===== config.mk =====
export PLATFORM = sky130hd
export DESIGN_NAME = tea_out_skid
export DESIGN_NICKNAME = d
export VERILOG_FILES = /design/src/hdl/tea_pkg.sv /design/src/hdl/tea_out_skid.sv
export SDC_FILE = /design/constraint.sdc
export NUM_CORES = 1
export LEC_CHECK = 0
export ABC_AREA = 1
export BUFFER_PORTS_ARGS = -buffer_cell sky130_fd_sc_hd__buf_2
export CORE_ASPECT_RATIO = 0.75
export CORE_MARGIN = 2
export CORE_UTILIZATION = 51
export DETAILED_ROUTE_END_ITERATION = 8
export GPL_TIMING_DRIVEN = 0
export HOLD_SLACK_MARGIN = 0.02
export PLACE_DENSITY = 0.74
export SYNTH_ARGS = -nofsm -noshare
export SYNTH_HDL_FRONTEND = slang
export SYNTH_SLANG_ARGS = --single-unit

===== constraint.sdc =====
create_clock -name i_clk -period 5.6 [get_ports i_clk]
set_input_delay 1.12 -clock i_clk [delete_from_list [all_inputs] [get_ports i_clk]]
set_output_delay 1.12 -clock i_clk [all_outputs]
set_load 0.1 [all_outputs]

===== src/hdl/tea_pkg.sv =====
// ----------------------------------------------------------------------------
// tea_pkg
// Shared types, register codes and the round mixing function of the TEA unit.
// ----------------------------------------------------------------------------
`default_nettype none

package tea_pkg;

    localparam logic [31:0] DELTA = 32'h9e3779b9;

    // Key register indexes (paddr[3:2])
    localparam logic [1:0] REG_KEY0 = 2'd0;
    localparam logic [1:0] REG_KEY1 = 2'd1;
    localparam logic [1:0] REG_KEY2 = 2'd2;
    localparam logic [1:0] REG_KEY3 = 2'd3;

    localparam logic MODE_ENC = 1'b0;
    localparam logic MODE_DEC = 1'b1;

    typedef struct packed {
        logic [31:0] k0;
        logic [31:0] k1;
        logic [31:0] k2;
        logic [31:0] k3;
    } t_key;

    typedef struct packed {
        logic        mode;
        logic [31:0] a;
        logic [31:0] b;
    } t_blk;

    typedef struct packed {
        logic [31:0] a;
        logic [31:0] b;
    } t_pair;

    function automatic logic [31:0] mix_word(input logic [31:0] x,
                                             input logic [31:0] sum,
                                             input logic [31:0] ka,
                                             input logic [31:0] kb);
        return (x << 4) + (ka ^ x) + (sum ^ (x >> 5)) + kb;
    endfunction

endpackage

`default_nettype wire


===== src/hdl/tea_out_skid.sv =====
// ----------------------------------------------------------------------------
// tea_out_skid
// Output register with a skid entry; freezes the pipeline when both are full.
// ----------------------------------------------------------------------------
`default_nettype none

module tea_out_skid (
    input  wire logic           i_clk,
    input  wire logic           i_rst_n,
    input  wire logic           i_valid,
    input  wire tea_pkg::t_pair i_data,
    input  wire logic           i_stall,
    output logic                o_en,
    output logic                o_valid,
    output tea_pkg::t_pair      o_data
);

    logic           r_ov;
    logic           r_sv;
    tea_pkg::t_pair r_out;
    tea_pkg::t_pair r_skid;
    logic           out_take;
    logic           out_free;

    assign out_take = r_ov && !i_stall;
    assign out_free = !r_ov || out_take;

    always_ff @(posedge i_clk) begin
        if (!i_rst_n) begin
            r_ov <= 1'b0;
            r_sv <= 1'b0;
        end else if (r_sv) begin
            // pipeline frozen: drain skid into output on transfer
            if (out_take) begin
                r_sv <= 1'b0;
            end
        end else if (out_free) begin
            r_ov <= i_valid;
        end else if (i_valid) begin
            r_sv <= 1'b1;
        end
    end

    always_ff @(posedge i_clk) begin
        if (r_sv) begin
            if (out_take) begin
                r_out <= r_skid;
            end
        end else if (out_free) begin
            r_out <= i_data;
        end else if (i_valid) begin
            r_skid <= i_data;
        end
    end

    assign o_en    = !r_sv;
    assign o_valid = r_ov;
    assign o_data  = r_out;

    a_skid_needs_out: assert property (@(posedge i_clk) disable iff (!i_rst_n)
        r_sv |-> r_ov)
        else $error("skid entry full while output register empty");

    a_skid_drains: assert property (@(posedge i_clk) disable iff (!i_rst_n)
        r_sv && !i_stall |=> !r_sv && r_ov && (o_data == $past(r_skid)))
        else $error("skid entry did not move to output on transfer");

    a_skid_catches: assert property (@(posedge i_clk) disable iff (!i_rst_n)
        !r_sv && r_ov && i_stall && i_valid |=> r_sv && $stable(r_out))
        else $error("item leaving pipeline under stall not captured");

endmodule

`default_nettype wire


==> metrics.cfg <==
[outcome]
status=finished, final reports clean

[worst_setup_path]
reg2reg_depth=5
end_kind=output port
worstPathRequired_ns=4.48
worstPathMaxFanout=10
crit_top_cell=buf_2
r2r_end=r_skid[60]
crit_path_start_kind=register
crit_path_top_delay_cell=buf_2
cp_top_family=buffers and inverters
crit_type=reg -> out
regToRegStartpoint=r_sv
cpPeakStageDelay_ns=0.47
crit_buf_inv=3
arrival_ns=1.52
reg2reg_setup_slack_ns=3.48
path_cells=inv_2 -> buf_2 -> buf_2

[finish]
area_delta_synth_final_pct=29.9
nets=567
antenna-diode-count=0
drive_above_1_share_pct=34.6
fin_area_um2=6130
final_util_pct=68.0

[logic_synthesis]
synth_fp_nets=414
syn_inst=346
ys_seq_area_share_pct=82.4
ys_warn_count=0
avgSynthCellArea_um2=13.6
synth_cell_types=11
synthesis.area_um2=4720
ys_seq_elements=130

[job]
cap_violations=0

[clock_tree]
cts_hold_buf=0
clock_latency_ns=0.41
cts_tree=built
clockBufferDepth=2
post-cts-setup-buffer-count=0
cts_made_buffers=17
htreeDepth=4
post_cts_resized=0
clkSinkCount=130
clockRootBuffer=clkbuf_16
cts.clk_slew.worst_paths_ns=0.05

[floorplan]
dieArea_um2=10000
die_height_um=87.3
start_util_pct=52.3
ios=134
row_count=30
core_area_um2=9010
fp.dieW_um=115

[timing]
drv_slew=0
fmaxAchievable_ghz=0.379
rsz0062_at_grt=no
setup_slack_ns=2.96
finalHoldViolCount=0
skew_ns=0.00779
worstMarginPinSlew_ns=0.937
max_slew_margin_pct=37.6
post-route-period-util_pct=47.1
period_needed_ns=2.64
setup_violations=0

[global_route]
grt_pass1_vias=3025
grt_max_degree=66
grt_pass1_wl_um=14700
grtUsageTotal_pct=20.0
grt.overflow.total=0
antenna_found_initial=1

[placed_design]
hpwl_um=5900
place_worst_setup_slack_ns=2.87
placed_area_um2=5560
io_buffers=133
place.gp.congestion=0.716

[min_path]
holdPathEnd=o_data[31]
hp-class=reg -> reg
holdPathStages=2
min-delay-start=r_skid[31]

[detailed_routing]
drc=0
viasPerCell=4.86
drt_pass1_iterations=5
wirelength_um=9300
num_vias=3030
drtIter0Drc=306
detail_route.wl_per_cell_um=14.9
ant_nets=0

[pwr]
ir_drop_uv=226
p_leak_nw=2.67
p_per_area_nw_per_um2=433

where the power goes:
part | internal [mW] | switching, mW | total (mW) | leakage, nW
registers | 1.14 | 0.0140 | 1.15 | 1.26
clock network | 0.651 | 0.397 | 1.05 | 0.271
logic | 0.0605 | 0.391 | 0.452 | 1.14
worst max-delay path by stage:
| stage | cells after the start | startpoint | slack [ns] | end |
|---|---|---|---|---|
| final | 3 | r_sv | 2.96 | o_en |
| after global routing | 3 | r_sv | 2.90 | o_en |
| after CTS | 3 | r_sv | 2.94 | o_en |
| after detailed placement | 4 | i_stall | 2.87 | r_skid[1] |
| after global placement | 3 | i_stall | -0.08 | r_skid[39] |
| after floorplan | 2 | i_stall | 1.19 | r_skid[0] |
worst register-to-register path: cells and delay by family, from the launching register on:
family	cells	cell delay [ns]
and+or+nand+nor	2	0.85
DFF	1	0.33
buffers and inverters	3	0.61
cells in the mapped netlist:
| cell type | number | area [µm²] |
|---|---|---|
| buf_2 | 11 | 55.1 |
| dfxtp_1 | 2 | 40.0 |
| o21ai_0 | 2 | 10.0 |
| inv_1 | 1 | 3.75 |
| nand2_1 | 194 | 728 |
| clkbuf_1 | 3 | 11.3 |
| o21a_1 | 1 | 7.51 |
| nor2_1 | 2 | 7.51 |
| edfxtp_1 | 128 | 3840 |
| a21oi_1 | 1 | 5.00 |
| inv_2 | 1 | 3.75 |
logic make-up after synthesis:
family | Yosys count | synth area share, %
DFF | 130 | 82.4
AOI/OAI and AO/OA | 4 | 0.478
buffers and inverters | 16 | 1.57
and+or+nand+nor | 196 | 15.6
state kept, by name, indices dropped and copies added, names as in the netlist:
signal   flops
o_data      64
r_skid      64
o_valid      1
r_sv         1
final cells by class:
cell class              instances  area [µm²]
plain buffers                  14        66.3
clock buffers                  18         429
clock inverters                14         140
fillers                       657        2880
inverters                       2        7.51
multi-input cells             200         773
flip-flops and latches        130        3880
well taps                     112         140
repair buffers                134         686
through the flow:
step                      total power, mW  instances  TNS [ns]  hold slack (ns)
final                                2.65        624         0            0.515
after global placement               1.62        591     -4.80            0.488
after global routing                 2.74        624         0            0.527
after detailed placement             1.62        592         0            0.503
after floorplan                      1.54        346         0            0.491
after CTS                            2.67        624         0            0.515
routing by layer:
layer	vias up	share of wire [%]	GRT usage, %
li1	1484	-	-
met1	1421	43	25.4
met2	121	48	29.6
met3	4	9.1	9.81
met4	0	0.37	8.32
met5	-	0	0
layout by cell type, fill, tap and decap left out, drive strengths merged:
master,count
edfxtp,128
o21a,1
nand2,194
inv,3
bufinv,2
clkinvlp,3
clkbuf,21
o21ai,2
a21oi,1
buf,145
clkinv,8
nor2,2
dfxtp,2
No activity file was read; power rests on OpenSTA's default activity.
