`config.mk`:
```
export PLATFORM = sky130hd
export DESIGN_NAME = tea_cfg_regs
export DESIGN_NICKNAME = d
export VERILOG_FILES = /design/src/hdl/tea_pkg.sv /design/src/hdl/tea_cfg_regs.sv
export SDC_FILE = /design/constraint.sdc
export NUM_CORES = 1
export LEC_CHECK = 0
export BUFFER_PORTS_ARGS = -buffer_cell sky130_fd_sc_hd__buf_4
export CAP_MARGIN = 5
export CELL_PAD_IN_SITES_DETAIL_PLACEMENT = 0
export CELL_PAD_IN_SITES_GLOBAL_PLACEMENT = 1
export CORE_MARGIN = 2
export CORE_UTILIZATION = 35
export CTS_BUF_LIST = sky130_fd_sc_hd__clkbuf_2 sky130_fd_sc_hd__clkbuf_4 sky130_fd_sc_hd__clkbuf_8
export DETAILED_ROUTE_END_ITERATION = 16
export PLACE_DENSITY = 0.76
export SYNTH_ARGS = -nofsm -noshare
export SYNTH_HDL_FRONTEND = slang
export SYNTH_SLANG_ARGS = --single-unit
```
`constraint.sdc`:
```
create_clock -name i_clk -period 1.1 [get_ports i_clk]
set_clock_uncertainty 0.1 [all_clocks]
set_input_delay 0 -clock i_clk [delete_from_list [all_inputs] [get_ports i_clk]]
set_output_delay 0 -clock i_clk [all_outputs]
set_load 0.1 [all_outputs]
```
`src/hdl/tea_pkg.sv`:
```
// ----------------------------------------------------------------------------
// tea_pkg
// Shared types, register codes and the round mixing function of the TEA unit.
// ----------------------------------------------------------------------------
`default_nettype none

package tea_pkg;

    localparam logic [31:0] DELTA = 32'h9e3779b9;

    // Key register indexes (paddr[3:2])
    localparam logic [1:0] REG_KEY0 = 2'd0;
    localparam logic [1:0] REG_KEY1 = 2'd1;
    localparam logic [1:0] REG_KEY2 = 2'd2;
    localparam logic [1:0] REG_KEY3 = 2'd3;

    localparam logic MODE_ENC = 1'b0;
    localparam logic MODE_DEC = 1'b1;

    typedef struct packed {
        logic [31:0] k0;
        logic [31:0] k1;
        logic [31:0] k2;
        logic [31:0] k3;
    } t_key;

    typedef struct packed {
        logic        mode;
        logic [31:0] a;
        logic [31:0] b;
    } t_blk;

    typedef struct packed {
        logic [31:0] a;
        logic [31:0] b;
    } t_pair;

    function automatic logic [31:0] mix_word(input logic [31:0] x,
                                             input logic [31:0] sum,
                                             input logic [31:0] ka,
                                             input logic [31:0] kb);
        return (x << 4) + (ka ^ x) + (sum ^ (x >> 5)) + kb;
    endfunction

endpackage

`default_nettype wire

```
`src/hdl/tea_cfg_regs.sv`:
```
// ----------------------------------------------------------------------------
// tea_cfg_regs
// APB-style register file holding the four 32-bit key words.
// ----------------------------------------------------------------------------
`default_nettype none

module tea_cfg_regs (
    input  wire logic               i_clk,
    input  wire logic               i_rst_n,
    input  wire logic               psel,
    input  wire logic               penable,
    input  wire logic               pwrite,
    input  wire logic [3:0]         paddr,
    input  wire logic [31:0]        pwdata,
    output logic [31:0]             prdata,
    output logic                    pready,
    output tea_pkg::t_key           o_key
);

    tea_pkg::t_key r_key;
    logic          wr_en;
    logic [1:0]    reg_idx;

    assign pready  = 1'b1;
    assign wr_en   = psel && penable && pwrite;
    assign reg_idx = paddr[3:2];

    always_ff @(posedge i_clk) begin
        if (!i_rst_n) begin
            r_key <= '0;
        end else if (wr_en) begin
            case (reg_idx)
                tea_pkg::REG_KEY0: r_key.k0 <= pwdata;
                tea_pkg::REG_KEY1: r_key.k1 <= pwdata;
                tea_pkg::REG_KEY2: r_key.k2 <= pwdata;
                tea_pkg::REG_KEY3: r_key.k3 <= pwdata;
                default: r_key <= r_key;
            endcase
        end
    end

    always_comb begin
        case (reg_idx)
            tea_pkg::REG_KEY0: prdata = r_key.k0;
            tea_pkg::REG_KEY1: prdata = r_key.k1;
            tea_pkg::REG_KEY2: prdata = r_key.k2;
            tea_pkg::REG_KEY3: prdata = r_key.k3;
            default:           prdata = '0;
        endcase
    end

    assign o_key = r_key;

endmodule

`default_nettype wire

```
==> flow_summary.toml, run 1 <==
[critical_path]
cp_max_fo = 2
ff2ff_setup_slack_ns = 0.16
r2r_cells = 4
path_cells = "mux4_2 > buf_6"
crit_type = "reg -> out"
r2r-end = "o_key[17]$_SDFFE_PN0P_"
end_kind = "primary output"
r2r_start = "o_key[17]$_SDFFE_PN0P_"
cp-start-kind = "register"
worst_path_max_delay_cell = "mux4_2"
cp_slowest_stage_delay_ns = 0.51
cp.arrival_ns = 1.50
worstPathRequired_ns = 1.00

[final_layout]
fin_cells = 1125
antenna_cells = 0
final_common_cell = "nand2_1"
nets = 942
final_cell_mix = "nand2_1 (160), buf_6 (159), buf_12 (136)"
syn2layout_area_growth_pct = 120
largest_register_ff_count = 128
final_util_pct = 79.0
drive_above_1_share_pct = 63.8
final_area_um2 = 12000

[clocking]
cts_buffers = 17
path_clk_slew_ns = 0.07
cts_tree = "yes"
clk_latency_ns = 0.43
cts_root_buf = "clkbuf_8"
h-tree-depth = 4
clockBufferDepth = 2
clock-sinks = 128

[floorplan]
dieWidth_um = 129
rows = 45
die_y_um = 129
die_area_um2 = 16600
core-area_um2 = 15300
ios = 202
start_util_pct = 35.9

[synthesis]
synthSimpleGateAreaFrac_pct = 11.7
netlist_area_um2 = 5470
synth_seq_cells = 128
yosys_warnings = 0
syn-num-nets = 538
ys_types = 16
synth_top_family_by_area = "multiplexers"
synth_adder_area_share_pct = 0
synth_xor_area_share_pct = 0
synth-compound-area-share_pct = 0
synthMuxAreaShare_pct = 36.6
syn_avg_cell_area_um2 = 11.0
synth-seq-area-share_pct = 46.8
synthCells = 497

[routing]
vias = 5524
wire_per_inst_um = 19.2
first_iter_violations = 213
routed_wl_um = 21600
ant_nets = 0
drc_errors = 0
detail_route.first_pass.iterations = 4
via_per_inst = 4.91

[timing]
rsz0062_at_grt = "yes"
report.final.hold_viol_count = 0
setup_viol = 161
drv_slew = 0
finalCritPeriodShare_pct = 146
fin_crit_ns = 1.60
timing.final.ws_setup_ns = -0.504
fmax_mhz = 623

[pwr]
p_per_area_nw_per_um2 = 883
internal_power_uw = 7610
clock_power_share_pct = 40.2
power.share.sequential_pct = 41.9
p_total_uw = 10600
leakage_uw = 0.00524
combPwrFrac_pct = 17.9
switching_share_pct = 28.5
vdd_drop_max_uv = 807
p_sw_uw = 3030

[grt]
track_usage_pct = 24.7
antenna_found_initial = 0
grt_pass1_vias = 5858
grt_pass1_wl_um = 31300
overflow = 0
grt_max_degree = 63

[min_path]
worstHoldStart = "paddr[2]"
holdPathEnd = "o_key[90]$_SDFFE_PN0P_"
hold_path.class = "in -> reg"
whs_path_depth = 5

[placed_design]
portBuffers = 198
dp.final_hpwl_um = 12800
routabilityCongestion = 0.812
dp.cells = 1019
place_ws_ns = -0.200
post_dp_cell_area_um2 = 8720

[status]
failed_checks = "negative setup slack"
status = "finished with violations"

[run]
maxCapViolations = 0
## synth_stat cells
library cell | count | area share, %
dfxtp_1 | 128 | 47
clkbuf_1 | 14 | 0.96
inv_2 | 1 | 0.069
or3_1 | 1 | 0.11
nand2_1 | 160 | 11
mux4_2 | 32 | 13
nand3_1 | 1 | 0.091
buf_2 | 11 | 1.0
nand4_1 | 1 | 0.11
conb_1 | 1 | 0.069
mux2i_1 | 128 | 23
buf_6 | 8 | 1.6
nor3_2 | 1 | 0.18
buf_4 | 8 | 1.1
nor2_2 | 1 | 0.11
or2_1 | 1 | 0.11
## kinds of logic after synthesis
family | after synthesis
buffers and inverters | 42
DFF | 128
muxes | 160
other | 1
and+or+nand+nor | 166
## power groups by stage
| stage | clock, uW | combinational [uW] | sequential [uW] |
|---|---|---|---|
| after floorplan | 0 | 553 | 5010 |
| after global placement | 0 | 1460 | 4550 |
| after detailed placement | 0 | 1470 | 4560 |
| after CTS | 4300 | 1810 | 4460 |
| after global routing | 4540 | 1970 | 4470 |
| final | 4280 | 1900 | 4460 |
## worst max-delay path: cells and delay by family, from the launching register on
kind / cells / cell delay (ns)
mux: 1 / 0.51
buf+inv: 1 / 0.21
flops: 1 / 0.34
## worst max-delay path by stage
stage | startpoint | end | slack, ns
finish | o_key[25]$_SDFFE_PN0P_ | prdata[25] | -0.50
global route | o_key[25]$_SDFFE_PN0P_ | prdata[25] | -0.53
CTS | o_key[17]$_SDFFE_PN0P_ | prdata[17] | -0.53
detailed placement | paddr[3] | o_key[100]$_SDFFE_PN0P_ | -0.20
global placement | paddr[3] | o_key[14]$_SDFFE_PN0P_ | -0.19
floorplan | o_key[0]$_SDFFE_PN0P_ | prdata[0] | -0.21
## timing repair
item	4_1_cts	5_1_grt
endpoints found under the setup margin	160	180
pin swaps	0	0
resized for setup	545	69
setup buffers	8	95
hold endpoints to repair	128	0
cloned	0	2
hold buffers	33	0
## layer usage
layer  track usage, %  part of all wire (%)
met1             26.6                    38
met2             47.2                    55
met3             5.12                   4.7
met4             9.40                   2.5
met5                0                     0
## stage by stage
stage               hold slack, ns  setup TNS, ns
finish                       0.109         -22.27
global route                 0.107         -27.75
CTS                         0.0857         -26.46
detailed placement           0.240         -22.54
global placement             0.220         -20.58
floorplan                   0.0932          -6.83
## final cells by class
type	instances	area (um^2)
clock buffer	17	234
inverter	1	3.75
fill	841	3210
tap	211	264
clock inverter	15	174
sequential	128	3040
timing repair buffer	426	5670
multi-input combinational	327	2660
Note: power is estimated with default switching activity, not from simulation.
==> inputs of run 2 (changes only) <==
- CORE_UTILIZATION: 35 -> 39
- PLACE_DENSITY: 0.76 -> 0.8
- clock period: 1.1 -> 1.71 ns (I/O delays scaled with it)
==> run 2 against run 1 <==
The run now ends clean. Register-to-register slack gained 0.29 ns. Non-clock buffer count shrank 169. Cell count shrank 18%. Sequential cell count is the same. Critical path depth is 4 higher. Utilization is 20 points lower. Via count decreased by 17%. Final area is 33% lower. Clock power shrank 36%. Combinational power down 52%. Setup slack improved by 0.61 ns. Sequential power shrank 31%.
==> flow_summary.toml, run 2 (same netlist as run 1, synthesis figures left out) <==
[status]
status = "completed"

[routing]
wire_per_inst_um = 16.4
ant_nets = 0
wl_met1_um = 6470
wl_met3_um = 822
first_iter_violations = 176
routed_wl_um = 15100
via_per_inst = 4.97
vias = 4590
drc_errors = 0
wl_met2_um = 7490
dr.max_layer_used = "met4"
detail_route.first_pass.iterations = 4

[clocking]
clock-sinks = 128
cts_buffers = 17
h-tree-depth = 4
cts_tree = "yes"
clk_latency_ns = 0.43
path_clk_slew_ns = 0.07
clockBufferDepth = 2
cts_root_buf = "clkbuf_8"

[floorplan]
die_area_um2 = 15000
die_y_um = 122
dieWidth_um = 122
start_util_pct = 39.7
rows = 43
core-area_um2 = 13800
ios = 202

[placed_design]
portBuffers = 198
dp.final_hpwl_um = 10500
post_dp_cell_area_um2 = 7290
routabilityCongestion = 0.781
dp.cells = 852

[min_path]
holdPathEnd = "o_key[33]$_SDFFE_PN0P_"
hold_path.class = "in -> reg"
whs_path_depth = 5
worstHoldStart = "pwrite"

[critical_path]
worstPathRequired_ns = 1.97
cp-start-kind = "input port"
end_kind = "register"
cp.arrival_ns = 1.86
r2r-end = "o_key[74]$_SDFFE_PN0P_"
r2r_cells = 3
ff2ff_setup_slack_ns = 0.45
cp_max_fo = 10
r2r_start = "o_key[74]$_SDFFE_PN0P_"
crit_type = "in -> reg"

[grt]
antenna_found_initial = 0
track_usage_pct = 20.3
grt_max_degree = 55
grt_pass1_vias = 4612
overflow = 0
grt_pass1_wl_um = 23600

[final_layout]
fin_cells = 923
final_area_um2 = 8120
antenna_cells = 0
nets = 773
final_common_cell = "buf_4"
syn2layout_area_growth_pct = 48.5
final_cell_mix = "buf_4 (211), nand2_1 (160), mux2i_1 (128), dfxtp_2 (128), dlygate4sd3_1 (40)"
drive_above_1_share_pct = 55.3
largest_register_ff_count = 128

[timing]
drv_slew = 0
fin_crit_ns = 1.61
setup_viol = 0
finalCritPeriodShare_pct = 94.0
fin_tns_setup_ns = 0
rsz0062_at_grt = "no"
report.final.hold_viol_count = 0
worstMarginPinSlew_ns = 0.955
slew_headroom_pct = 36.1
fmax_mhz = 622

[run]
maxCapViolations = 0

[pwr]
leakage_uw = 0.00381
vdd_drop_max_uv = 332
p_per_area_nw_per_um2 = 825
run 2: cell count changes in the layout (fill, tap and decap cells not counted), sizes merged:
cell and delta:
bufinv -1, clkinvlp -3, clkinv -5, dlymetal6s4s +1, buf -175, clkbuf +5
dlygate4sd3 +7
run 2: critical path, stage by stage:
cell,delay (ns)
buf_4,0.10
dlygate4sd3_1,0.57
buf_4,0.15
dlygate4sd3_1,0.80
nand2_1,0.10
mux2i_1,0.14
run 2: how the worst max path moves through the flow:
stage,to,slack [ns],from
after floorplan,prdata[0],0.26,o_key[64]$_SDFFE_PN0P_
after global placement,prdata[22],0.25,paddr[3]
after detailed placement,prdata[22],0.23,paddr[3]
after CTS,o_key[74]$_SDFFE_PN0P_,0.02,pwdata[10]
after global routing,o_key[82]$_SDFFE_PN0P_,0.006,i_rst_n
final,o_key[80]$_SDFFE_PN0P_,0.10,i_rst_n
run 2: routing by layer:
layer,track usage (%),up-vias
met5,0,-
met4,8.48,0
met3,4.55,25
met2,34.8,147
met1,24.7,2239
li1,-,2179
run 2: power breakdown:
group          switching (uW)  internal, uW  leakage [uW]
registers                32.9          3030       0.00110
logic                     622           295       0.00249
clock network            1100          1620      0.000219
total                    1750          4950       0.00381
run 2: stage by stage:
stage               total power [uW]  hold slack [ns]  setup slack, ns  util [%]
floorplan                       3750           0.0964            0.260         -
global placement                3960            0.214            0.246      53.0
detailed placement              3970            0.232            0.227      53.0
CTS                             6760           0.0936           0.0241      59.0
global route                    6930           0.0998          0.00632      59.0
finish                          6700            0.122            0.103      59.0
run 2: repair_timing:
action                                  4_1_cts  5_1_grt
setup buffers                                 0        0
endpoints found under the setup margin        0        2
hold buffers                                 41        1
resized for setup                             0        1
hold endpoints to repair                    128        3
run 2: layout make-up:
| class | instances | area (um^2) |
|---|---|---|
| Clock buffer | 24 | 312 |
| Clock inverter | 6 | 105 |
| Fill cell | 1223 | 5650 |
| Inverter | 1 | 3.75 |
| Multi-Input combinational cell | 327 | 2660 |
| Sequential cell | 128 | 2720 |
| Tap cell | 180 | 225 |
| Timing Repair Buffer | 257 | 2100 |
==> inputs of run 3 (changes only) <==
- CORE_UTILIZATION: 39 -> 35
- PLACE_DENSITY: 0.8 -> 0.76
- clock period: 1.71 -> 1.31 ns (I/O delays scaled with it)
==> run 3 against run 2 <==
Largest power group unchanged. Final area rose by 10%. Clock power grew 24%. Utilization fell by 0.30 points. Worst hold slack improved by 0.0020 ns. Register-to-register slack better by 0.04 ns. Critical path type is now reg -> out. The flow now finishes with violations (negative setup slack). Non-clock buffer count grew 21. Die area is 11% higher. Global-route usage is 1.1 points lower. Combinational power increased by 37%. Routed wire length increased by 6.7%. Sequential power grew 23%.
==> flow_summary.toml, run 3 (same netlist as run 1, synthesis figures left out) <==
[status]
status = "finished with violations"
failed_checks = "negative setup slack"

[timing]
report.final.hold_viol_count = 0
drv_slew = 0
fin_tns_setup_ns = -8.11
timing.final.ws_setup_ns = -0.290
fmax_mhz = 625
finalCritPeriodShare_pct = 122
fin_crit_ns = 1.60
hold_slack_ns = 0.124
rsz0062_at_grt = "yes"
setup_viol = 32

[critical_path]
r2r-end = "o_key[4]$_SDFFE_PN0P_"
cp.arrival_ns = 1.50
r2r_start = "o_key[4]$_SDFFE_PN0P_"
worst_path_max_delay_cell = "mux4_2"
cp_max_fo = 3
cp-start-kind = "register"
end_kind = "primary output"
crit_start = "o_key[41]$_SDFFE_PN0P_"
path_cells = "mux4_2 > buf_12"
r2r_cells = 3
cp_slowest_stage_delay_ns = 0.52
critPathBufInv = 1
crit_family = "multiplexers"
ff2ff_setup_slack_ns = 0.49
crit_type = "reg -> out"
worstPathRequired_ns = 1.21

[final_layout]
largest_register_ff_count = 128
drive_above_1_share_pct = 57.0
final_cell_mix = "buf_4 (181), nand2_1 (160), mux2i_1 (128), dfxtp_4 (128), buf_6 (41)"
antenna_cells = 0
syn2layout_area_growth_pct = 63.7
nets = 794
fin_cells = 977
final_common_cell = "buf_4"

[placed_design]
portBuffers = 198
dp.final_hpwl_um = 10900
dp.cells = 886
routabilityCongestion = 0.757

[routing]
first_iter_violations = 215
via_per_inst = 4.79
ant_nets = 0
vias = 4683
detail_route.first_pass.iterations = 4
drc_errors = 0
wire_per_inst_um = 16.5
routed_wl_um = 16100

[clocking]
cts_tree = "yes"
clock-sinks = 128
cts_root_buf = "clkbuf_8"
h-tree-depth = 4
clockBufferDepth = 2
cts_buffers = 17
clk_latency_ns = 0.43
path_clk_slew_ns = 0.07

[floorplan]
die_y_um = 129
rows = 45
core-area_um2 = 15300
die_area_um2 = 16600
start_util_pct = 35.9
ios = 202
dieWidth_um = 129

[pwr]
leakage_uw = 0.00401
vdd_drop_max_uv = 546
p_per_area_nw_per_um2 = 935

[grt]
grt_max_degree = 68
grt_pass1_vias = 4630
track_usage_pct = 19.2
antenna_found_initial = 0
grt_pass1_wl_um = 24500
overflow = 0

[run]
maxCapViolations = 0

[min_path]
hold_path.class = "in -> reg"
whs_path_depth = 5
worstHoldStart = "paddr[2]"
holdPathEnd = "o_key[24]$_SDFFE_PN0P_"
[run 3: cell types whose count changed in the layout (fill, tap and decap cells not counted)]
cell,change
dfxtp_2,-128
dfxtp_4,+128
buf_6,+41
buf_4,-30
buf_12,+16
dlygate4sd3_1,-6
clkbuf_8,-4
clkinv_1,+4
clkinvlp_4,+3
clkbuf_4,-2
buf_8,+1
clkinv_2,+1
dlymetal6s4s_1,-1
[run 3: layer usage]
metal / track usage (%) / share of wire, % / vias up / wire length [um]
li1: - / - / 2234 / -
met3: 5.00 / 5.3 / 18 / 857
met2: 33.2 / 50 / 144 / 8130
met4: 6.65 / 1.4 / 0 / 227
met5: 0 / 0 / - / 0
met1: 23.3 / 43 / 2287 / 6900
[run 3: final cells by class]
class                      count  area (um^2)
timing repair buffer         278         2600
clock buffer                  18          241
multi-input combinational    327         2660
sequential                   128         3040
inverter                       1         3.75
tap                          211          264
clock inverter                14          148
fill                        1274         6300
[run 3: timing repair]
action                     CTS  global route
hold buffers                34             0
hold endpoints to repair   128             0
buffers inserted            13            12
resized for setup           46            27
setup endpoints to repair   32            46
[run 3: power by group]
group          switching [uW]  internal, uW
combinational             830           433
sequential               41.0          3710
clock                    1500          1860
total                    2370          6000
[run 3: worst min-delay path: stages]
cell and delay, ns:
buf_4 0.14, inv_2 0.06, or2_2 0.16, buf_12 0.18, mux2i_1 0.08
[run 3: how the worst max path moves through the flow]
stage                              to  slack (ns)  cells after the start
6_report                    prdata[9]       -0.29                      2
2_1_floorplan               prdata[0]       0.003                      1
4_1_cts                     prdata[9]       -0.33                      2
5_1_grt                     prdata[9]       -0.34                      2
3_3_place_gp                prdata[9]        0.05                      4
3_5_place_dp   o_key[84]$_SDFFE_PN0P_        0.02                      4
[run 3: through the flow]
| stage | total power, uW | util (%) | cell area, um^2 | setup slack [ns] |
|---|---|---|---|---|
| after global placement | 4970 | 50.8 | 7750 | 0.0457 |
| final | 8380 | 58.7 | 8950 | -0.290 |
| after floorplan | 4660 | - | 5960 | 0.00259 |
| after global routing | 8730 | 58.7 | 8950 | -0.340 |
| after CTS | 8470 | 57.4 | 8760 | -0.330 |
| after detailed placement | 4980 | 50.8 | 7750 | 0.0217 |
