### config.mk
export PLATFORM = sky130hd
export DESIGN_NAME = tea_half_round
export DESIGN_NICKNAME = d
export VERILOG_FILES = /design/src/hdl/tea_pkg.sv /design/src/hdl/tea_half_round.sv
export SDC_FILE = /design/constraint.sdc
export NUM_CORES = 1
export LEC_CHECK = 0
export ABC_AREA = 1
export BUFFER_PORTS_ARGS = -buffer_cell sky130_fd_sc_hd__buf_2
export CORE_ASPECT_RATIO = 1.4
export CORE_MARGIN = 4
export CORE_UTILIZATION = 57
export DETAILED_ROUTE_END_ITERATION = 6
export PLACE_DENSITY = 0.84
export SLEW_MARGIN = 0
export SYNTH_ARGS = -nofsm -noshare
export SYNTH_HDL_FRONTEND = slang
export SYNTH_SLANG_ARGS = --single-unit
### constraint.sdc
create_clock -name i_clk -period 6.9 [get_ports i_clk]
set_input_delay 1.035 -clock i_clk [delete_from_list [all_inputs] [get_ports i_clk]]
set_output_delay 1.035 -clock i_clk [all_outputs]
set_load 0.01 [all_outputs]
### src/hdl/tea_pkg.sv
// ----------------------------------------------------------------------------
// tea_pkg
// Shared types, register codes and the round mixing function of the TEA unit.
// ----------------------------------------------------------------------------
`default_nettype none

package tea_pkg;

    localparam logic [31:0] DELTA = 32'h9e3779b9;

    // Key register indexes (paddr[3:2])
    localparam logic [1:0] REG_KEY0 = 2'd0;
    localparam logic [1:0] REG_KEY1 = 2'd1;
    localparam logic [1:0] REG_KEY2 = 2'd2;
    localparam logic [1:0] REG_KEY3 = 2'd3;

    localparam logic MODE_ENC = 1'b0;
    localparam logic MODE_DEC = 1'b1;

    typedef struct packed {
        logic [31:0] k0;
        logic [31:0] k1;
        logic [31:0] k2;
        logic [31:0] k3;
    } t_key;

    typedef struct packed {
        logic        mode;
        logic [31:0] a;
        logic [31:0] b;
    } t_blk;

    typedef struct packed {
        logic [31:0] a;
        logic [31:0] b;
    } t_pair;

    function automatic logic [31:0] mix_word(input logic [31:0] x,
                                             input logic [31:0] sum,
                                             input logic [31:0] ka,
                                             input logic [31:0] kb);
        return (x << 4) + (ka ^ x) + (sum ^ (x >> 5)) + kb;
    endfunction

endpackage

`default_nettype wire

### src/hdl/tea_half_round.sv
// ----------------------------------------------------------------------------
// tea_half_round
// One registered half-round of the cipher, encrypt or decrypt per item.
// ----------------------------------------------------------------------------
`default_nettype none

module tea_half_round #(
    parameter int unsigned ROUNDS = 32,
    parameter int unsigned STEP   = 0
) (
    input  wire logic           i_clk,
    input  wire logic           i_rst_n,
    input  wire logic           i_en,
    input  wire logic           i_valid,
    input  wire tea_pkg::t_blk  i_data,
    input  wire tea_pkg::t_key  i_key,
    output logic                o_valid,
    output tea_pkg::t_blk       o_data
);

    localparam int unsigned RND      = STEP / 2;
    localparam logic        ODD      = (STEP % 2) == 1;
    localparam logic [63:0] ENC_SUMW = 64'(RND + 1) * 64'(tea_pkg::DELTA);
    localparam logic [63:0] DEC_SUMW = 64'(ROUNDS - RND) * 64'(tea_pkg::DELTA);
    localparam logic [31:0] ENC_SUM  = ENC_SUMW[31:0];
    localparam logic [31:0] DEC_SUM  = DEC_SUMW[31:0];

    logic          r_valid;
    tea_pkg::t_blk r_data;
    tea_pkg::t_blk n_data;
    logic          dec;
    logic          use_a;
    logic [31:0]   mx_in;
    logic [31:0]   mx_sum;
    logic [31:0]   mx_ka;
    logic [31:0]   mx_kb;
    logic [31:0]   mx;

    assign dec    = (i_data.mode == tea_pkg::MODE_DEC);
    // Encrypt updates a on even steps; decrypt updates b on even steps
    assign use_a  = ODD ^ dec;
    assign mx_in  = use_a ? i_data.a : i_data.b;
    assign mx_sum = dec ? DEC_SUM : ENC_SUM;
    assign mx_ka  = use_a ? i_key.k2 : i_key.k0;
    assign mx_kb  = use_a ? i_key.k3 : i_key.k1;
    assign mx     = tea_pkg::mix_word(mx_in, mx_sum, mx_ka, mx_kb);

    always_comb begin
        n_data = i_data;
        if (use_a) begin
            n_data.b = dec ? (i_data.b - mx) : (i_data.b + mx);
        end else begin
            n_data.a = dec ? (i_data.a - mx) : (i_data.a + mx);
        end
    end

    always_ff @(posedge i_clk) begin
        if (!i_rst_n) begin
            r_valid <= 1'b0;
        end else if (i_en) begin
            r_valid <= i_valid;
        end
    end

    always_ff @(posedge i_clk) begin
        if (i_en) begin
            r_data <= n_data;
        end
    end

    assign o_valid = r_valid;
    assign o_data  = r_data;

endmodule

`default_nettype wire

==> results of run 1 <==
==> per-layer routing <==
layer / GRT usage, % / up-vias
met2: 63.7 / 637
li1: - / 6040
met4: 29.0 / 0
met1: 40.8 / 5577
met5: 0 / -
met3: 4.60 / 163
==> flip-flops by register name, summed over array words and instances (netlist names) <==
name	count
o_data	65
o_valid	1
==> stage by stage <==
step	instance area, sq um	utilization [%]	hold WS [ps]
CTS	13500	68.2	545
finish	13500	68.2	543
global route	13500	68.2	581
floorplan	11500	-	555
detailed placement	13200	66.5	527
global placement	13200	66.5	514
==> layout make-up <==
cell class,count,area (sq um)
multi-input cells,1344,8400
flip-flops and latches,66,1970
clock inverters,4,73.8
inverters,267,1000
fillers,1851,6310
repair buffers,285,1510
clock buffers,12,256
well taps,252,315
==> how the worst max path moves through the flow <==
stage | slack [ps] | endpoint
floorplan | 1180 | o_data[31]$_DFFE_PP_
global placement | 240 | o_data[22]$_DFFE_PP_
detailed placement | 240 | o_data[30]$_DFFE_PP_
CTS | 590 | o_data[30]$_DFFE_PP_
global route | 190 | o_data[30]$_DFFE_PP_
finish | 510 | o_data[30]$_DFFE_PP_
==> cells in the final DEF, fill, tap and decap left out, types with 4 or more instances in the layout <==
cell,netlist,routed
sky130_fd_sc_hd__nand2_1,518,518
sky130_fd_sc_hd__buf_2,12,261
sky130_fd_sc_hd__inv_1,257,257
sky130_fd_sc_hd__nor2_1,137,137
sky130_fd_sc_hd__ha_1,98,98
sky130_fd_sc_hd__a21oi_1,92,92
sky130_fd_sc_hd__nand3_1,91,91
sky130_fd_sc_hd__o21ai_0,72,72
sky130_fd_sc_hd__edfxtp_1,65,65
sky130_fd_sc_hd__fa_1,60,60
sky130_fd_sc_hd__xor2_1,34,34
sky130_fd_sc_hd__xnor2_1,33,33
sky130_fd_sc_hd__mux2i_1,31,31
sky130_fd_sc_hd__o21bai_1,25,25
sky130_fd_sc_hd__buf_4,3,22
sky130_fd_sc_hd__nand2_2,15,15
sky130_fd_sc_hd__a21o_1,14,14
sky130_fd_sc_hd__nor3_1,13,13
sky130_fd_sc_hd__nand4_1,12,12
sky130_fd_sc_hd__o21a_1,10,10
sky130_fd_sc_hd__o21ai_1,10,10
sky130_fd_sc_hd__inv_2,10,9
sky130_fd_sc_hd__clkbuf_16,0,9
sky130_fd_sc_hd__and2_1,8,8
sky130_fd_sc_hd__a21oi_2,7,7
sky130_fd_sc_hd__a21boi_0,7,7
sky130_fd_sc_hd__o21ai_2,6,6
sky130_fd_sc_hd__or2_1,6,6
sky130_fd_sc_hd__o31ai_1,5,5
sky130_fd_sc_hd__nand3_2,4,4
sky130_fd_sc_hd__nor2_2,4,4
sky130_fd_sc_hd__a31oi_1,4,4
sky130_fd_sc_hd__nand3b_1,4,4
==> cell usage after synthesis, drive strengths merged, types with 10 or more instances <==
cell type | count | area share [%]
nor2 | 141 | 4.7
inv | 267 | 8.7
buf | 20 | 1.0
a21boi | 10 | 0.68
edfxtp | 65 | 17
fa | 60 | 10
nand2 | 535 | 18
nor3 | 14 | 0.65
o21a | 10 | 0.65
a21oi | 101 | 4.8
nand3 | 95 | 4.3
ha | 98 | 11
nand4 | 12 | 0.65
xor2 | 34 | 2.6
xnor2 | 34 | 2.6
a21o | 14 | 0.91
mux2i | 31 | 2.7
o21ai | 88 | 4.0
o21bai | 29 | 2.2
==> critical path, delay by kind of cell <==
family / cells / cell delay [ps]
adder cells (fa/ha/maj): 4 / 1690
buffers and inverters: 6 / 710
AND/OR/NAND/NOR: 3 / 310
XOR/XNOR: 1 / 310
AO/OA/AOI/OAI: 10 / 2380
==> cell families after synthesis <==
group | after synthesis
simple gates | 819
buf+inv | 295
compound gates | 268
fa+ha+maj | 158
xor+xnor | 68
flops | 66
mux | 31
==> impl_metrics.prom, run 1 <==
# TYPE chip_impl_metric gauge
chip_impl_info{name="status",value="finished clean"} 1
chip_impl_metric{name="cts_max_level",unit=""} 3
chip_impl_metric{name="met1Wirelength",unit="mm"} 14.9
chip_impl_metric{name="slew-limit-headroom",unit="%"} 35.2
chip_impl_metric{name="clock_tree.buffer_depth",unit=""} 2
chip_impl_metric{name="min_period",unit="ps"} 6390
chip_impl_metric{name="detailed_place_hpwl",unit="mm"} 35.6
chip_impl_metric{name="worstPathRequired",unit="ps"} 6990
chip_impl_info{name="cpMaxStageDelayCell",value="sky130_fd_sc_hd__o21ai_0"} 1
chip_impl_metric{name="cp_max_fo",unit=""} 65
chip_impl_metric{name="postCtsResizedCells",unit=""} 0
chip_impl_metric{name="synth.ff_latch_count",unit=""} 66
chip_impl_metric{name="synth_async_sr_flop_share",unit="%"} 0
chip_impl_metric{name="placementRows",unit=""} 61
chip_impl_metric{name="syn-instance-count",unit=""} 1705
chip_impl_metric{name="n_antenna_cell",unit=""} 0
chip_impl_metric{name="timing.max_cap.violations",unit=""} 0
chip_impl_info{name="critical-path-top-cell-by-count",value="sky130_fd_sc_hd__inv_1"} 1
chip_impl_metric{name="core",unit="sq um"} 19800
chip_impl_metric{name="synth_adder_area_share",unit="%"} 21.1
chip_impl_metric{name="post_route_cells_drive_above_1_share",unit="%"} 18.4
chip_impl_metric{name="dp_slack",unit="ps"} 238
chip_impl_metric{name="final-max-slew-violation-count",unit=""} 0
chip_impl_info{name="startpoint_type_of_the_worst_setup_path",value="input port"} 1
chip_impl_info{name="crit_path_cell_trace",value="buf_4 -> buf_12 -> o21ai_0 -> inv_1 -> fa_1 -> inv_1 -> fa_1 -> ha_1 -> a21o_1 -> a21oi_1 -> o21ai_1 -> a21oi_2 -> o21bai_2 -> xor2_1 -> inv_1 -> ha_1 -> nand2_1 -> inv_1 -> a21oi_1 -> o21ai_0 -> a21oi_1 -> nand3_1 -> nand3_1 -> o21ai_0"} 1
chip_impl_info{name="setup_repair_after_global_routing_missed_its_margin",value="no"} 1
chip_impl_metric{name="detailedRoute.firstPassIterationCount",unit=""} 6
chip_impl_metric{name="grt_pass1_wl",unit="mm"} 64.0
chip_impl_metric{name="synthesized_area_fraction_occupied_by_xor_and_xnor_cells",unit="%"} 5.23
chip_impl_metric{name="tritoncts_num_sinks",unit=""} 66
chip_impl_metric{name="route.final.wire_length",unit="mm"} 41.9
chip_impl_metric{name="drt-initial-drc-count",unit=""} 1093
chip_impl_metric{name="wl_met3",unit="mm"} 2.94
chip_impl_info{name="cts_root_buffer",value="sky130_fd_sc_hd__clkbuf_16"} 1
chip_impl_metric{name="cts_buf_count",unit=""} 9
chip_impl_metric{name="rr_worst_depth",unit=""} 2
chip_impl_metric{name="fp.dieH",unit="um"} 176
chip_impl_metric{name="grt_use_total",unit="%"} 37.0
chip_impl_metric{name="grt_pass1_vias",unit=""} 12300
chip_impl_metric{name="drt_drc_violations_left",unit=""} 0
chip_impl_metric{name="warnings_synthesis",unit=""} 0
chip_impl_info{name="largest_family_of_logic_cells_by_synthesized_area",value="simple AND/OR/NAND/NOR gates"} 1
chip_impl_metric{name="yosys-mux-area-fraction",unit="%"} 2.69
chip_impl_metric{name="cp_data_arrival_time",unit="ps"} 6470
chip_impl_metric{name="r2r_setup_slack",unit="ps"} 6240
chip_impl_metric{name="gp_congestion",unit=""} 1.05
chip_impl_info{name="crit_start",value="i_data[64]"} 1
chip_impl_info{name="top_layer",value="met4"} 1
chip_impl_info{name="endpoint_worst_hold",value="o_valid$_SDFFE_PN0P_"} 1
chip_impl_metric{name="die_ar",unit="sq um"} 22600
chip_impl_metric{name="antenna_found_initial",unit=""} 0
chip_impl_metric{name="floorplan.initialDensity",unit="%"} 58.1
chip_impl_info{name="hp-start",value="o_valid$_SDFFE_PN0P_"} 1
chip_impl_metric{name="timing.setup.tns",unit="ps"} 0
chip_impl_metric{name="synthesized_area_fraction_occupied_by_and_or_nand_nor_cells",unit="%"} 29.5
chip_impl_metric{name="routed_wire_length_per_instance",unit="um"} 18.8
chip_impl_info{name="worst_r2r_endpoint",value="o_valid$_SDFFE_PN0P_"} 1
chip_impl_metric{name="cts_setup_buffers",unit=""} 0
chip_impl_metric{name="setup_violations",unit=""} 0
chip_impl_metric{name="viasPerCell",unit=""} 5.57
chip_impl_metric{name="timing.hold.worst_path_depth",unit=""} 2
chip_impl_metric{name="post_syn_nets",unit=""} 2060
chip_impl_metric{name="met2RoutedLength",unit="mm"} 20.1
chip_impl_metric{name="synth_edf_count",unit=""} 65
chip_impl_metric{name="synth.yosys.seq_area_share",unit="%"} 17.1
chip_impl_info{name="critical_path_class",value="input port to flip-flop"} 1
chip_impl_info{name="synth-main-ff-cell",value="sky130_fd_sc_hd__edfxtp_1"} 1
chip_impl_info{name="min_path_type",value="flip-flop to flip-flop"} 1
chip_impl_metric{name="cts_hold_repair.buffers",unit=""} 0
chip_impl_metric{name="congestion_overflow_gr",unit=""} 0
chip_impl_metric{name="post-route-worst-setup-slack",unit="ps"} 513
chip_impl_metric{name="max_freq",unit="MHz"} 157
chip_impl_metric{name="synth.avg_cell_area",unit="sq um"} 6.76
chip_impl_metric{name="post_route_ant_nets",unit=""} 0
chip_impl_metric{name="port_buffers",unit=""} 262
chip_impl_metric{name="critical_path.max_stage_delay",unit="ps"} 750
chip_impl_metric{name="finClkSkew",unit="ps"} 0
chip_impl_info{name="nature_of_the_critical_path_endpoint",value="flip-flop"} 1
chip_impl_metric{name="final_cell_count_no_fill",unit=""} 2230
chip_impl_metric{name="boundaryPins",unit=""} 263
chip_impl_metric{name="slew_of_the_pin_with_the_lowest_slew_margin",unit="ps"} 971
chip_impl_metric{name="dp.cells",unit=""} 2214
chip_impl_metric{name="synth_compound_area_share",unit="%"} 14.4
chip_impl_metric{name="hold_violations",unit=""} 0
chip_impl_metric{name="nets",unit=""} 2328
chip_impl_metric{name="clkSlewWorstSetupHoldPaths",unit="ps"} 60
chip_impl_metric{name="mappedNetlistArea",unit="sq um"} 11500
chip_impl_metric{name="synthDistinctLibCells",unit=""} 54
chip_impl_metric{name="detailroute.via_count",unit=""} 12400
chip_impl_metric{name="width_of_the_die",unit="um"} 128
chip_impl_metric{name="period_share",unit="%"} 92.6
chip_impl_metric{name="insertion_delay",unit="ps"} 350
chip_impl_info{name="cts_tree",value="built"} 1
chip_impl_metric{name="grt_start_max_net_pins",unit=""} 68
chip_impl_info{name="reg2reg_from",value="o_valid$_SDFFE_PN0P_"} 1
chip_impl_metric{name="area.growth.synth_to_final",unit="%"} 17.5
Power of run 1 is not shown: default switching activity piles up to over one toggle a cycle in this logic, so the estimate is an artifact.
==> inputs of run 2 (changes only) <==
- ABC_AREA: 1 -> 0
- CORE_UTILIZATION: 57 -> 28
- PLACE_DENSITY: 0.84 -> not set
==> impl_metrics.prom, run 2 <==
# TYPE chip_impl_metric gauge
chip_impl_metric{name="slew-limit-headroom",unit="%"} 34.2
chip_impl_metric{name="synth.ff_latch_count",unit=""} 66
chip_impl_metric{name="boundaryPins",unit=""} 263
chip_impl_info{name="min_path_type",value="flip-flop to flip-flop"} 1
chip_impl_metric{name="postLayoutCoreUtil",unit="%"} 41.0
chip_impl_metric{name="min_period",unit="ps"} 6630
chip_impl_metric{name="timing.max_cap.violations",unit=""} 0
chip_impl_metric{name="detailed_place_hpwl",unit="mm"} 32.2
chip_impl_metric{name="clock_tree.buffer_depth",unit=""} 2
chip_impl_metric{name="met2RoutedLength",unit="mm"} 19.2
chip_impl_info{name="reg2reg_from",value="o_valid$_SDFFE_PN0P_"} 1
chip_impl_metric{name="setup_violations",unit=""} 0
chip_impl_info{name="cts_root_buffer",value="sky130_fd_sc_hd__clkbuf_16"} 1
chip_impl_metric{name="max_freq",unit="MHz"} 151
chip_impl_metric{name="placed_cell_area",unit="sq um"} 14000
chip_impl_metric{name="rr_worst_depth",unit=""} 2
chip_impl_metric{name="drt_drc_violations_left",unit=""} 0
chip_impl_metric{name="grt_pass1_wl",unit="mm"} 56.4
chip_impl_metric{name="detailroute.via_count",unit=""} 10400
chip_impl_metric{name="warnings_synthesis",unit=""} 0
chip_impl_metric{name="port_buffers",unit=""} 262
chip_impl_info{name="synthDominantAreaCellType",value="sky130_fd_sc_hd__edfxtp_1"} 1
chip_impl_metric{name="hold_violations",unit=""} 0
chip_impl_info{name="synth-main-ff-cell",value="sky130_fd_sc_hd__edfxtp_1"} 1
chip_impl_metric{name="synthDistinctLibCells",unit=""} 66
chip_impl_metric{name="insertion_delay",unit="ps"} 340
chip_impl_metric{name="worstPathRequired",unit="ps"} 7000
chip_impl_metric{name="finClkSkew",unit="ps"} 0
chip_impl_metric{name="width_of_the_die",unit="um"} 169
chip_impl_metric{name="route.final.wire_length",unit="mm"} 37.4
chip_impl_metric{name="cp_data_arrival_time",unit="ps"} 6730
chip_impl_metric{name="slew_of_the_pin_with_the_lowest_slew_margin",unit="ps"} 988
chip_impl_metric{name="core",unit="sq um"} 35700
chip_impl_metric{name="netlist.area_leader.share",unit="%"} 19.3
chip_impl_info{name="yosys-top-cells-area",value="sky130_fd_sc_hd__edfxtp_1 (19%), sky130_fd_sc_hd__ha_1 (12%), sky130_fd_sc_hd__fa_1 (12%)"} 1
chip_impl_metric{name="critical_path.max_stage_delay",unit="ps"} 500
chip_impl_metric{name="congestion_overflow_gr",unit=""} 0
chip_impl_metric{name="grt_pass1_vias",unit=""} 10700
chip_impl_info{name="endpoint_worst_hold",value="o_valid$_SDFFE_PN0P_"} 1
chip_impl_info{name="commonest_non_fill_non_tap_cell_in_the_layout",value="sky130_fd_sc_hd__buf_4"} 1
chip_impl_metric{name="die_ar",unit="sq um"} 39200
chip_impl_metric{name="synth_async_sr_flop_share",unit="%"} 0
chip_impl_metric{name="synth.yosys.seq_area_share",unit="%"} 19.5
chip_impl_metric{name="grt_use_total",unit="%"} 18.5
chip_impl_metric{name="nets",unit=""} 2010
chip_impl_metric{name="largest_register_ff_count",unit=""} 65
chip_impl_metric{name="cts_buf_count",unit=""} 9
chip_impl_metric{name="post_route_ant_nets",unit=""} 0
chip_impl_metric{name="area.sequential",unit="sq um"} 1970
chip_impl_metric{name="syn-instance-count",unit=""} 1127
chip_impl_metric{name="synth.avg_cell_area",unit="sq um"} 8.97
chip_impl_metric{name="placementRows",unit=""} 82
chip_impl_metric{name="post_route_cells_drive_above_1_share",unit="%"} 39.0
chip_impl_info{name="yosys-top-cells-count",value="sky130_fd_sc_hd__inv_1 (110), sky130_fd_sc_hd__ha_1 (98), sky130_fd_sc_hd__a21oi_1 (97)"} 1
chip_impl_metric{name="met1Wirelength",unit="mm"} 14.6
chip_impl_metric{name="antenna_found_initial",unit=""} 5
chip_impl_metric{name="final-max-slew-violation-count",unit=""} 0
chip_impl_metric{name="drt-initial-drc-count",unit=""} 464
chip_impl_metric{name="fp.dieH",unit="um"} 233
chip_impl_info{name="worst_r2r_endpoint",value="o_valid$_SDFFE_PN0P_"} 1
chip_impl_metric{name="synth_edf_count",unit=""} 65
chip_impl_metric{name="cts_hold_repair.buffers",unit=""} 0
chip_impl_metric{name="gp_congestion",unit=""} 0.979
chip_impl_metric{name="r2r_setup_slack",unit="ps"} 6300
chip_impl_metric{name="post_syn_nets",unit=""} 1482
chip_impl_metric{name="period_share",unit="%"} 96.0
chip_impl_metric{name="wl_met3",unit="mm"} 2.43
chip_impl_metric{name="detailedRoute.firstPassIterationCount",unit=""} 5
chip_impl_metric{name="timing.hold.worst_path_depth",unit=""} 2
chip_impl_metric{name="routed_wire_length_per_instance",unit="um"} 17.6
chip_impl_metric{name="n_fill_cell",unit=""} 3664
chip_impl_metric{name="floorplan.initialDensity",unit="%"} 28.3
chip_impl_metric{name="multi_input_area",unit="sq um"} 7870
chip_impl_info{name="top_layer",value="met5"} 1
chip_impl_metric{name="cp_max_fo",unit=""} 11
chip_impl_info{name="synthMostInstantiatedCell",value="sky130_fd_sc_hd__inv_1"} 1
chip_impl_metric{name="grt_start_max_net_pins",unit=""} 67
chip_impl_info{name="critical_path_class",value="input port to flip-flop"} 1
chip_impl_metric{name="worst_hold_slack_after_final_layout",unit="ps"} 515
chip_impl_metric{name="mappedNetlistArea",unit="sq um"} 10100
chip_impl_metric{name="finish.instance_area",unit="sq um"} 14700
chip_impl_metric{name="area.growth.synth_to_final",unit="%"} 45.0
chip_impl_info{name="nature_of_the_critical_path_endpoint",value="flip-flop"} 1
chip_impl_metric{name="tritoncts_num_sinks",unit=""} 66
chip_impl_info{name="hp-start",value="o_valid$_SDFFE_PN0P_"} 1
chip_impl_metric{name="cts_max_level",unit=""} 3
chip_impl_info{name="cts_tree",value="built"} 1
chip_impl_info{name="startpoint_type_of_the_worst_setup_path",value="input port"} 1
chip_impl_metric{name="clkSlewWorstSetupHoldPaths",unit="ps"} 70
chip_impl_info{name="layout.cells.most_common_list",value="sky130_fd_sc_hd__buf_4 (276), sky130_fd_sc_hd__buf_2 (261), sky130_fd_sc_hd__inv_1 (110)"} 1
chip_impl_info{name="cpMaxStageDelayCell",value="sky130_fd_sc_hd__fa_1"} 1
chip_impl_metric{name="viasPerCell",unit=""} 4.89
chip_impl_info{name="status",value="finished clean"} 1
==> run 2: repair_timing <==
action / CTS / global route
resized for setup: 0 / 67
endpoints found under the setup margin: 0 / 22
setup buffers: 0 / 4
==> run 2: layer usage <==
| layer | vias up | global-route usage (%) |
|---|---|---|
| li1 | 5091 | - |
| met1 | 4884 | 20.8 |
| met2 | 364 | 35.3 |
| met3 | 62 | 3.52 |
| met4 | 2 | 5.46 |
| met5 | - | 0 |
==> run 2: worst max path at each step <==
stage	startpoint	endpoint	slack [ps]	cells after the start
detailed placement	i_data[64]	o_data[31]$_DFFE_PP_	-310	29
global placement	i_data[64]	o_data[31]$_DFFE_PP_	-220	29
global route	i_data[64]	o_data[31]$_DFFE_PP_	-30	32
CTS	i_data[64]	o_data[59]$_DFFE_PP_	60	28
finish	i_data[64]	o_data[31]$_DFFE_PP_	270	28
floorplan	i_data[64]	o_data[59]$_DFFE_PP_	20	29
==> run 2: cell type report <==
cell class / count / share of cell area (%)
clock buffers: 12 / 1.61
flip-flops and latches: 66 / 13.5
diodes: 4 / 0.0683
inverters: 111 / 2.86
well taps: 462 / 3.94
clock inverters: 4 / 0.128
repair buffers: 548 / 24.2
multi-input cells: 919 / 53.7
==> run 2: cells by family after synthesis <==
family                   synth area share, %
XOR/XNOR                                10.2
adder cells (fa/ha/maj)                 24.0
multiplexers                            8.09
flip-flops                              19.5
AND/OR/NAND/NOR                         10.3
buffers and inverters                   5.47
AO/OA/AOI/OAI                           22.4
==> run 2: through the flow <==
step | setup WS (ps) | cells | setup TNS, ps
after floorplan | 22.4 | 1127 | 0
after global placement | -220 | 2100 | -1540
after global routing | -33.3 | 2122 | -89.8
final | 273 | 2126 | 0
after detailed placement | -306 | 2100 | -2830
after CTS | 63.0 | 2116 | 0
==> run 2: worst max-delay path: cells and delay by family <==
family,cells,cell delay (ps)
AND/OR/NAND/NOR,2,440
AO/OA/AOI/OAI,13,2520
multiplexers,1,160
XOR/XNOR,3,480
adder cells (fa/ha/maj),4,1450
buffers and inverters,5,640
Power of run 2 is left out for the same reason.
